==> src/rtl/stun_map_pkg.sv <==
package stun_map_pkg;

    typedef struct packed {
        logic [7:0] data_byte;
        logic       end_of_datagram;
    } t_in_item;

    typedef struct packed {
        logic [1:0]  status;
        logic        is_ipv6;
        logic [15:0] mapped_port;
        logic [63:0] address_high;
        logic [63:0] address_low;
    } t_out_item;

    localparam logic [1:0] STATUS_FOUND       = 2'd0;
    localparam logic [1:0] STATUS_NOT_SUCCESS = 2'd1;
    localparam logic [1:0] STATUS_NO_ADDRESS  = 2'd2;

    localparam logic [15:0] TYPE_BINDING_SUCCESS = 16'h0101;
    localparam logic [15:0] ATTR_MAPPED          = 16'h0001;
    localparam logic [15:0] ATTR_XOR_MAPPED      = 16'h0020;
    localparam logic [15:0] ATTR_XOR_MAPPED_ALT  = 16'h8020;
    localparam logic [7:0]  FAMILY_V4            = 8'h01;
    localparam logic [15:0] PORT_KEY             = 16'h2112;
    localparam logic [31:0] MAGIC_COOKIE         = 32'h2112A442;

    localparam int unsigned POS_W = 17;
    localparam logic [POS_W-1:0] POS_MAX       = 17'h1FFFF;
    localparam logic [POS_W-1:0] POS_ATTR_BASE = 17'd20;

endpackage

==> src/rtl/stun_map_parser.sv <==
module stun_map_parser (
    input  logic                   i_clk,
    input  logic                   i_rst_n,
    input  logic                   i_valid,
    input  stun_map_pkg::t_in_item i_item,
    output logic                   o_result_valid,
    output stun_map_pkg::t_out_item o_result
);
    import stun_map_pkg::*;

    function automatic logic f_is_xor(input logic [15:0] t);
        return (t == ATTR_XOR_MAPPED) || (t == ATTR_XOR_MAPPED_ALT);
    endfunction

    function automatic logic f_is_addr(input logic [15:0] t);
        return (t == ATTR_MAPPED) || f_is_xor(t);
    endfunction

    logic [POS_W-1:0] r_pos, n_pos;
    logic [15:0]      r_msg_type, n_msg_type;
    logic [15:0]      r_body_len, n_body_len;
    logic [63:0]      r_cookie_hi, n_cookie_hi;
    logic [63:0]      r_cookie_lo, n_cookie_lo;
    logic [POS_W-1:0] r_attr_start, n_attr_start;
    logic [15:0]      r_attr_type, n_attr_type;
    logic [15:0]      r_attr_len, n_attr_len;
    logic [63:0]      r_addr_hi, n_addr_hi;
    logic [63:0]      r_addr_lo, n_addr_lo;
    logic [15:0]      r_port, n_port;
    logic             r_family, n_family;
    logic             r_found, n_found;
    logic             r_walk_done, n_walk_done;

    logic [7:0]       w_byte;
    logic [POS_W-1:0] w_msg_end;
    logic [POS_W-1:0] w_padded;
    logic [POS_W:0]   w_next_sum;
    logic [POS_W-1:0] w_next_start;
    logic [POS_W-1:0] w_start;
    logic [POS_W-1:0] w_offset;
    logic [15:0]      w_type_full;
    logic             w_hit;
    logic             w_xored;
    logic             w_fam;

    always_comb begin
        w_byte       = i_item.data_byte;
        w_msg_end    = {1'b0, r_body_len} + POS_ATTR_BASE;
        w_padded     = ({1'b0, r_attr_len} + 17'd3) & ~17'd3;
        w_next_sum   = {1'b0, r_attr_start} + 18'd4 + {1'b0, w_padded};
        w_next_start = (w_next_sum > {1'b0, POS_MAX}) ? POS_MAX : w_next_sum[POS_W-1:0];
        w_start      = r_attr_start;
        // advance to the next attribute once its header position is reached
        if (!r_walk_done && ((r_pos - r_attr_start) >= 17'd4) && (r_pos == w_next_start)) begin
            w_start = w_next_start;
        end
        w_offset    = r_pos - w_start;
        w_type_full = r_attr_type | {8'h00, w_byte};
        w_hit       = f_is_addr(r_attr_type);
        w_xored     = f_is_xor(r_attr_type);
        w_fam       = (w_byte != FAMILY_V4);

        n_pos        = r_pos;
        n_msg_type   = r_msg_type;
        n_body_len   = r_body_len;
        n_cookie_hi  = r_cookie_hi;
        n_cookie_lo  = r_cookie_lo;
        n_attr_start = r_attr_start;
        n_attr_type  = r_attr_type;
        n_attr_len   = r_attr_len;
        n_addr_hi    = r_addr_hi;
        n_addr_lo    = r_addr_lo;
        n_port       = r_port;
        n_family     = r_family;
        n_found      = r_found;
        n_walk_done  = r_walk_done;

        if (i_valid) begin
            priority if (r_pos == 17'd0) begin
                n_msg_type = {w_byte, 8'h00};
            end else if (r_pos == 17'd1) begin
                n_msg_type = r_msg_type | {8'h00, w_byte};
            end else if (r_pos == 17'd2) begin
                n_body_len = {w_byte, 8'h00};
            end else if (r_pos == 17'd3) begin
                n_body_len = r_body_len | {8'h00, w_byte};
            end else if (r_pos < 17'd12) begin
                for (int j = 0; j < 8; j++) begin
                    if (r_pos == 17'(4 + j)) begin
                        n_cookie_hi[63-8*j -: 8] = r_cookie_hi[63-8*j -: 8] | w_byte;
                    end
                end
            end else if (r_pos < POS_ATTR_BASE) begin
                for (int j = 0; j < 8; j++) begin
                    if (r_pos == 17'(12 + j)) begin
                        n_cookie_lo[63-8*j -: 8] = r_cookie_lo[63-8*j -: 8] | w_byte;
                    end
                end
            end else if ((r_pos < w_msg_end) && (r_pos >= r_attr_start)) begin
                n_attr_start = w_start;
                priority if (w_offset == 17'd0) begin
                    n_attr_type = {w_byte, 8'h00};
                    n_attr_len  = 16'h0000;
                end else if (w_offset == 17'd1) begin
                    n_attr_type = w_type_full;
                    if (f_is_addr(w_type_full)) begin
                        n_found  = 1'b1;
                        n_family = 1'b1;
                        if (f_is_xor(w_type_full)) begin
                            n_walk_done = 1'b1;
                            n_port      = PORT_KEY;
                            n_addr_hi   = r_cookie_hi;
                            n_addr_lo   = r_cookie_lo;
                        end else begin
                            n_port    = 16'h0000;
                            n_addr_hi = 64'h0;
                            n_addr_lo = 64'h0;
                        end
                    end
                end else if (w_offset == 17'd2) begin
                    n_attr_len = {w_byte, 8'h00};
                end else if (w_offset == 17'd3) begin
                    n_attr_len = r_attr_len | {8'h00, w_byte};
                end else if (w_hit && ((w_offset - 17'd4) < {1'b0, r_attr_len})) begin
                    priority if (w_offset == 17'd5) begin
                        n_family  = w_fam;
                        n_addr_hi = (w_xored && w_fam) ? r_cookie_hi : 64'h0;
                        if (!w_xored) begin
                            n_addr_lo = 64'h0;
                        end else if (w_fam) begin
                            n_addr_lo = r_cookie_lo;
                        end else begin
                            n_addr_lo = {32'h0, MAGIC_COOKIE};
                        end
                    end else if (w_offset == 17'd6) begin
                        n_port = r_port ^ {w_byte, 8'h00};
                    end else if (w_offset == 17'd7) begin
                        n_port = r_port ^ {8'h00, w_byte};
                    end else begin
                        // address bytes: IPv4 uses four, IPv6 sixteen
                        for (int j = 0; j < 4; j++) begin
                            if (!r_family && (w_offset == 17'(8 + j))) begin
                                n_addr_lo[31-8*j -: 8] = r_addr_lo[31-8*j -: 8] ^ w_byte;
                            end
                        end
                        for (int j = 0; j < 8; j++) begin
                            if (r_family && (w_offset == 17'(8 + j))) begin
                                n_addr_hi[63-8*j -: 8] = r_addr_hi[63-8*j -: 8] ^ w_byte;
                            end
                            if (r_family && (w_offset == 17'(16 + j))) begin
                                n_addr_lo[63-8*j -: 8] = r_addr_lo[63-8*j -: 8] ^ w_byte;
                            end
                        end
                    end
                end else begin
                    // drop value bytes of other attributes and padding
                end
            end else begin
                // drop bytes past the end of the message
            end

            if (r_pos != POS_MAX) begin
                n_pos = r_pos + 17'd1;
            end
        end

        o_result_valid = i_valid && i_item.end_of_datagram;
        o_result       = '0;
        if (n_msg_type != TYPE_BINDING_SUCCESS) begin
            o_result.status = STATUS_NOT_SUCCESS;
        end else if (!n_found) begin
            o_result.status = STATUS_NO_ADDRESS;
        end else begin
            o_result.status       = STATUS_FOUND;
            o_result.is_ipv6      = n_family;
            o_result.mapped_port  = n_port;
            o_result.address_high = n_family ? n_addr_hi : 64'h0;
            o_result.address_low  = n_family ? n_addr_lo : {32'h0, n_addr_lo[31:0]};
        end

        // start over for the next datagram
        if (o_result_valid) begin
            n_pos        = '0;
            n_msg_type   = '0;
            n_body_len   = '0;
            n_cookie_hi  = '0;
            n_cookie_lo  = '0;
            n_attr_start = POS_ATTR_BASE;
            n_attr_type  = '0;
            n_attr_len   = '0;
            n_addr_hi    = '0;
            n_addr_lo    = '0;
            n_port       = '0;
            n_family     = 1'b0;
            n_found      = 1'b0;
            n_walk_done  = 1'b0;
        end
    end

    always_ff @(posedge i_clk) begin
        if (!i_rst_n) begin
            r_pos        <= '0;
            r_msg_type   <= '0;
            r_body_len   <= '0;
            r_cookie_hi  <= '0;
            r_cookie_lo  <= '0;
            r_attr_start <= POS_ATTR_BASE;
            r_attr_type  <= '0;
            r_attr_len   <= '0;
            r_addr_hi    <= '0;
            r_addr_lo    <= '0;
            r_port       <= '0;
            r_family     <= 1'b0;
            r_found      <= 1'b0;
            r_walk_done  <= 1'b0;
        end else begin
            r_pos        <= n_pos;
            r_msg_type   <= n_msg_type;
            r_body_len   <= n_body_len;
            r_cookie_hi  <= n_cookie_hi;
            r_cookie_lo  <= n_cookie_lo;
            r_attr_start <= n_attr_start;
            r_attr_type  <= n_attr_type;
            r_attr_len   <= n_attr_len;
            r_addr_hi    <= n_addr_hi;
            r_addr_lo    <= n_addr_lo;
            r_port       <= n_port;
            r_family     <= n_family;
            r_found      <= n_found;
            r_walk_done  <= n_walk_done;
        end
    end

endmodule

==> src/rtl/stun_map_out_q.sv <==
module stun_map_out_q (
    input  logic                    i_clk,
    input  logic                    i_rst_n,
    input  logic                    i_push,
    input  stun_map_pkg::t_out_item i_data,
    output logic                    o_full,
    output logic                    o_valid,
    input  logic                    i_ready,
    output stun_map_pkg::t_out_item o_data
);
    import stun_map_pkg::*;

    t_out_item  r_mem [2];
    logic       r_wr_ptr, n_wr_ptr;
    logic       r_rd_ptr, n_rd_ptr;
    logic [1:0] r_count, n_count;
    logic       w_pop;

    always_comb begin
        o_full   = (r_count == 2'd2);
        o_valid  = (r_count != 2'd0);
        o_data   = r_mem[r_rd_ptr];
        w_pop    = o_valid && i_ready;
        n_wr_ptr = i_push ? ~r_wr_ptr : r_wr_ptr;
        n_rd_ptr = w_pop ? ~r_rd_ptr : r_rd_ptr;
        n_count  = r_count + {1'b0, i_push} - {1'b0, w_pop};
    end

    always_ff @(posedge i_clk) begin
        if (i_push) begin
            r_mem[r_wr_ptr] <= i_data;
        end
    end

    always_ff @(posedge i_clk) begin
        if (!i_rst_n) begin
            r_wr_ptr <= 1'b0;
            r_rd_ptr <= 1'b0;
            r_count  <= 2'd0;
        end else begin
            r_wr_ptr <= n_wr_ptr;
            r_rd_ptr <= n_rd_ptr;
            r_count  <= n_count;
        end
    end

endmodule

==> src/rtl/stun_mapped_address_parser_core.sv <==
// STUN binding response parser: pulls the mapped address out of a received message.
// Input channel (i_in_valid / o_in_ready / i_in_data): one message byte per transfer,
// most significant byte first, end_of_datagram set on the final byte of the datagram.
// Output channel (o_out_valid / i_out_ready / o_out_data): one result per datagram,
// sent for the end_of_datagram byte: status, family, port and address.
// Throughput: one byte per cycle, sustained, as long as results are taken.
// Result path: a byte is held in the input register; when the final byte is consumed,
// the parser forms the result from its state and that byte and pushes it into a
// two-entry output queue, from which the receiver takes it.
// The parser state update for a byte is combinational; the byte-to-byte state
// dependency through that update sets the one-byte-per-cycle rate.
// When the receiver stalls, results wait in the queue; once it is full, a final byte
// is held in the input register and o_in_ready drops. Ordinary bytes keep flowing.
// Reset (synchronous, active low) empties both stages and returns the parser to the
// start of a datagram. After each result the parser also starts a new datagram.
module stun_mapped_address_parser_core (
    input  logic                    i_clk,
    input  logic                    i_rst_n,
    input  logic                    i_in_valid,
    output logic                    o_in_ready,
    input  stun_map_pkg::t_in_item  i_in_data,
    output logic                    o_out_valid,
    input  logic                    i_out_ready,
    output stun_map_pkg::t_out_item o_out_data
);
    import stun_map_pkg::*;

    logic      r_in_valid, n_in_valid;
    t_in_item  r_in;
    logic      w_consume;
    logic      w_accept;
    logic      w_push;
    logic      w_full;
    t_out_item w_result;

    always_comb begin
        // hold a final byte while the result queue has no room
        w_consume  = r_in_valid && (!r_in.end_of_datagram || !w_full);
        o_in_ready = !r_in_valid || w_consume;
        w_accept   = i_in_valid && o_in_ready;
        n_in_valid = w_accept || (r_in_valid && !w_consume);
    end

    always_ff @(posedge i_clk) begin
        if (!i_rst_n) begin
            r_in_valid <= 1'b0;
        end else begin
            r_in_valid <= n_in_valid;
        end
    end

    always_ff @(posedge i_clk) begin
        if (w_accept) begin
            r_in <= i_in_data;
        end
    end

    stun_map_parser u_parser (
        .i_clk          (i_clk),
        .i_rst_n        (i_rst_n),
        .i_valid        (w_consume),
        .i_item         (r_in),
        .o_result_valid (w_push),
        .o_result       (w_result)
    );

    stun_map_out_q u_out_q (
        .i_clk   (i_clk),
        .i_rst_n (i_rst_n),
        .i_push  (w_push),
        .i_data  (w_result),
        .o_full  (w_full),
        .o_valid (o_out_valid),
        .i_ready (i_out_ready),
        .o_data  (o_out_data)
    );

    a_no_push_when_full: assert property (@(posedge i_clk) disable iff (!i_rst_n)
        !(w_push && w_full))
        else $error("result pushed into a full output queue");

    a_result_from_push: assert property (@(posedge i_clk) disable iff (!i_rst_n)
        $rose(o_out_valid) |-> $past(w_push))
        else $error("output valid rose without a parsed final byte");

    a_final_byte_held: assert property (@(posedge i_clk) disable iff (!i_rst_n)
        (r_in_valid && r_in.end_of_datagram && w_full) |=> r_in_valid)
        else $error("final byte dropped while the output queue was full");

endmodule

==> config.mk <==
export PLATFORM = sky130hd
export DESIGN_NAME = stun_mapped_address_parser_core
export DESIGN_NICKNAME = d
export VERILOG_FILES = /design/src/rtl/stun_map_pkg.sv /design/src/rtl/stun_map_parser.sv /design/src/rtl/stun_map_out_q.sv /design/src/rtl/stun_mapped_address_parser_core.sv
export SDC_FILE = /design/constraint.sdc
export NUM_CORES = 2
export LEC_CHECK = 0
export BUFFER_PORTS_ARGS = -buffer_cell sky130_fd_sc_hd__buf_4
export CAP_MARGIN = 25
export CORE_MARGIN = 2
export CORE_UTILIZATION = 55
export DETAILED_ROUTE_END_ITERATION = 8
export GPL_TIMING_DRIVEN = 0
export PLACE_DENSITY_LB_ADDON = 0.2
export SYNTH_ARGS = -nofsm -noshare
export SYNTH_HDL_FRONTEND = slang
export SYNTH_SLANG_ARGS = --single-unit
==> constraint.sdc <==
create_clock -name i_clk -period 21.4 [get_ports i_clk]
set_input_delay 4.28 -clock i_clk [delete_from_list [all_inputs] [get_ports i_clk]]
set_output_delay 4.28 -clock i_clk [all_outputs]
set_load 0.02 [all_outputs]
==> impl_metrics.env <==
export IMPL_synth_area_leader_cell="edfxtp_1"
export IMPL_fmax_mhz=62.91
export IMPL_path_depth=55
export IMPL_period_share_pct=74.28
export IMPL_r2r_setup_slack_ns=5.50
export IMPL_drv_slew=0
export IMPL_crit_type="reg2reg"
export IMPL_regArea_mm2=0.01669
export IMPL_die_h_um=267.2
export IMPL_grt_usage_pct=50.46
export IMPL_crit_buf_inv=11
export IMPL_crit_fanout=10
export IMPL_rsz0062_at_grt="no"
export IMPL_powerDensity_mw_per_mm2=72.80
export IMPL_start_kind="register"
export IMPL_multi_input_area_mm2=0.01971
export IMPL_yosysUniqueCellTypes=106
export IMPL_setup_violations=0
export IMPL_tns_ns=0
export IMPL_wl_met3_um=29020
export IMPL_cts_tree="built"
export IMPL_wirelength_um=186100
export IMPL_postCtsSetupBuffers=0
export IMPL_clk_latency_ns=0.64
export IMPL_hold_path_class="reg2reg"
export IMPL_vias=39880
export IMPL_nets=4660
export IMPL_crit_path_max_incr_delay_ns=0.86
export IMPL_area_growth_pct=15.39
export IMPL_timing_final_ws_setup_ns=5.505
export IMPL_vias_per_cell=7.198
export IMPL_synth_nets=4349
export IMPL_grt_max_degree=36
export IMPL_start_util_pct=55.56
export IMPL_overflow=0
export IMPL_fillers=5603
export IMPL_clk_pin_slew_ns=0.06
export IMPL_synthFlopType="dfxtp_1"
export IMPL_gp_congestion=1.127
export IMPL_vdd_drop_max_mv=0.09063
export IMPL_failed_checks="design-rule violations"
export IMPL_yosys_top_cells_area="edfxtp_1 (24%), dfxtp_1 (20%), nor2_1 (5.0%)"
export IMPL_numCtsBuffers=74
export IMPL_finalNonFillerCells=5540
export IMPL_grt_pass1_vias=36370
export IMPL_drv_cap=0
export IMPL_dpl_hpwl_um=138900
export IMPL_ys_ff_latch=682
export IMPL_drive_above_1_share_pct=13.78
export IMPL_dp_slack_ns=6.305
export IMPL_wl_met1_um=66450
export IMPL_finalHoldViolations=0
export IMPL_cts_resized=0
export IMPL_dieWidth_um=267.2
export IMPL_yosys_warnings=0
export IMPL_layout_min_cycle_time_ns=15.90
export IMPL_drc_errors=30
export IMPL_postSynth_asyncResetShare_pct=0
export IMPL_r2r_start="u_parser.r_attr_len[0]"
export IMPL_path_common_cell="nor2_1"
export IMPL_fin_skew_ns=0.01403
export IMPL_crit_path_start="u_parser.r_attr_len[0]"
export IMPL_synth_seq_area_share_pct=43.79
export IMPL_reg2reg_depth=55
export IMPL_hold_ws_ns=0.4555
export IMPL_avgSynthCellArea_um2=9.010
export IMPL_grt_pass1_wl_um=256700
export IMPL_routedWlPerCell_um=33.59
export IMPL_core_area_mm2=0.06859
export IMPL_die_area_mm2=0.07140
export IMPL_drtAntennaViolNets=0
export IMPL_rr_endpoint="u_out_q.r_mem[1][41]"
export IMPL_synthTopCellsByCount="nor2_1 (512), dfxtp_1 (379), a21oi_1 (368), edfxtp_1 (303), clkbuf_1 (268)"
export IMPL_postSynthCellCount=4229
export IMPL_cp_data_required_time_ns=21.77
export IMPL_drt_pass1_iterations=9
export IMPL_finalPower_uw=3201
export IMPL_slew_headroom_pct=14.03
export IMPL_post_place_cells=5379
export IMPL_worst_pin_slew_ns=1.290
export IMPL_synth_top_area_share_pct=23.88
export IMPL_synth_edf_count=303
export IMPL_p_leak_uw=0.01471
export IMPL_clkSinkCount=682
export IMPL_io_pins=162
export IMPL_cts_root_buf="clkbuf_16"
export IMPL_wl_met2_um=74220
export IMPL_cp_end_kind="register"
export IMPL_htree_levels=3
export IMPL_crit_slowest_cell="clkbuf_1"
export IMPL_cp_arrival_ns=16.26
export IMPL_critPathTopFamily="buffers and inverters"
export IMPL_rows=96
export IMPL_clockBufferDepth=3
export IMPL_yosysMostFrequentCell="nor2_1"
export IMPL_io_buffer_count=161
export IMPL_status="complete, but fails checks"
export IMPL_endpoint="u_out_q.r_mem[1][41]"
export IMPL_drt_iter0_drc=7379
export IMPL_routed_top_layer="met5"
export IMPL_synth_area_mm2=0.03810
export IMPL_antenna_found_initial=14
export IMPL_ctsHoldBuffers=0
## kinds of logic after synthesis
family,share of synthesized area (%)
AOI/OAI and AO/OA,21.77
xor gates and xnor gates,2.013
adders and majority gates,3.579
buffers and inverters,4.663
DFF,43.79
muxes,5.073
and+or+nand+nor,19.11
## registers in the layout (all words and copies together) (netlist names), 17 cells and up, named ones only
name and cells:
u_parser.r_attr_start 17, u_out_q.r_mem 294, u_parser.r_cookie_lo 64, u_parser.r_addr_lo 64, u_parser.r_addr_hi 64, u_parser.r_pos 17
u_parser.r_cookie_hi 64
## layout by cell type (no fill, tap or decap), types with 23 or more instances in the layout
master     count
a211oi_1      40
a21o_1        28
a21oi_1      368
a22oi_1       43
a31oi_1       85
a32o_1        28
a32oi_1       39
and2_1        59
and3_1        67
buf_2         59
buf_4        178
buf_8         24
clkbuf_1     292
clkbuf_16     75
dfxtp_1      379
edfxtp_1     303
ha_1         105
inv_1         88
mux2_2       147
nand2_1      258
nand2b_1      23
nand3_1      126
nand4_1       67
nor2_1       509
nor2b_1       31
nor3_1       179
nor4_1        41
o211ai_1      28
o21ai_0      245
o21ai_1       27
or3_1         24
xnor2_1       54
xor2_1        31
## tightest hold or removal path, stage by stage, from the launching register on
cell and delay (ns):
dfxtp_1 0.31, nand2_1 0.05, a21oi_1 0.05
## where the power goes
group          switching, µW  internal (µW)
Combinational            307            197
Sequential              10.3           1370
Clock                    555            757
## worst min-delay path by stage
stage                                     endpoint  depth (start not counted)                      from
final                     u_parser.r_attr_type[11]                          2  u_parser.r_attr_type[11]
after global routing      u_parser.r_attr_type[12]                          2  u_parser.r_attr_type[12]
after CTS                 u_parser.r_attr_type[11]                          2  u_parser.r_attr_type[11]
after detailed placement  u_parser.r_attr_type[11]                          2  u_parser.r_attr_type[11]
after global placement    u_parser.r_attr_type[10]                          2  u_parser.r_attr_type[10]
after floorplan           u_parser.r_attr_type[14]                          2  u_parser.r_attr_type[14]
## cell type report
cell class	instances	area share (%)
repair buffers	235	4.951
inverters	89	0.7598
clock buffers	105	4.647
clock inverters	31	0.8878
flip-flops and latches	682	37.95
diodes	9	0.05122
plain buffers	348	3.281
multi-input cells	3110	44.82
well taps	931	2.649
## routing by layer
| layer | GRT usage [%] | vias up |
|---|---|---|
| met5 | 0 | - |
| li1 | - | 16460 |
| met3 | 21.19 | 1042 |
| met4 | 35.09 | 10 |
| met1 | 62.01 | 18820 |
| met2 | 71.34 | 3539 |
## metrics by stage
stage | util (%) | area [µm²]
floorplan | - | 38100
global placement | 59.02 | 40480
detailed placement | 60.24 | 41320
CTS | 63.79 | 43750
global route | 64.08 | 43950
finish | 64.11 | 43970
Note: power is estimated with default switching activity, not from simulation.
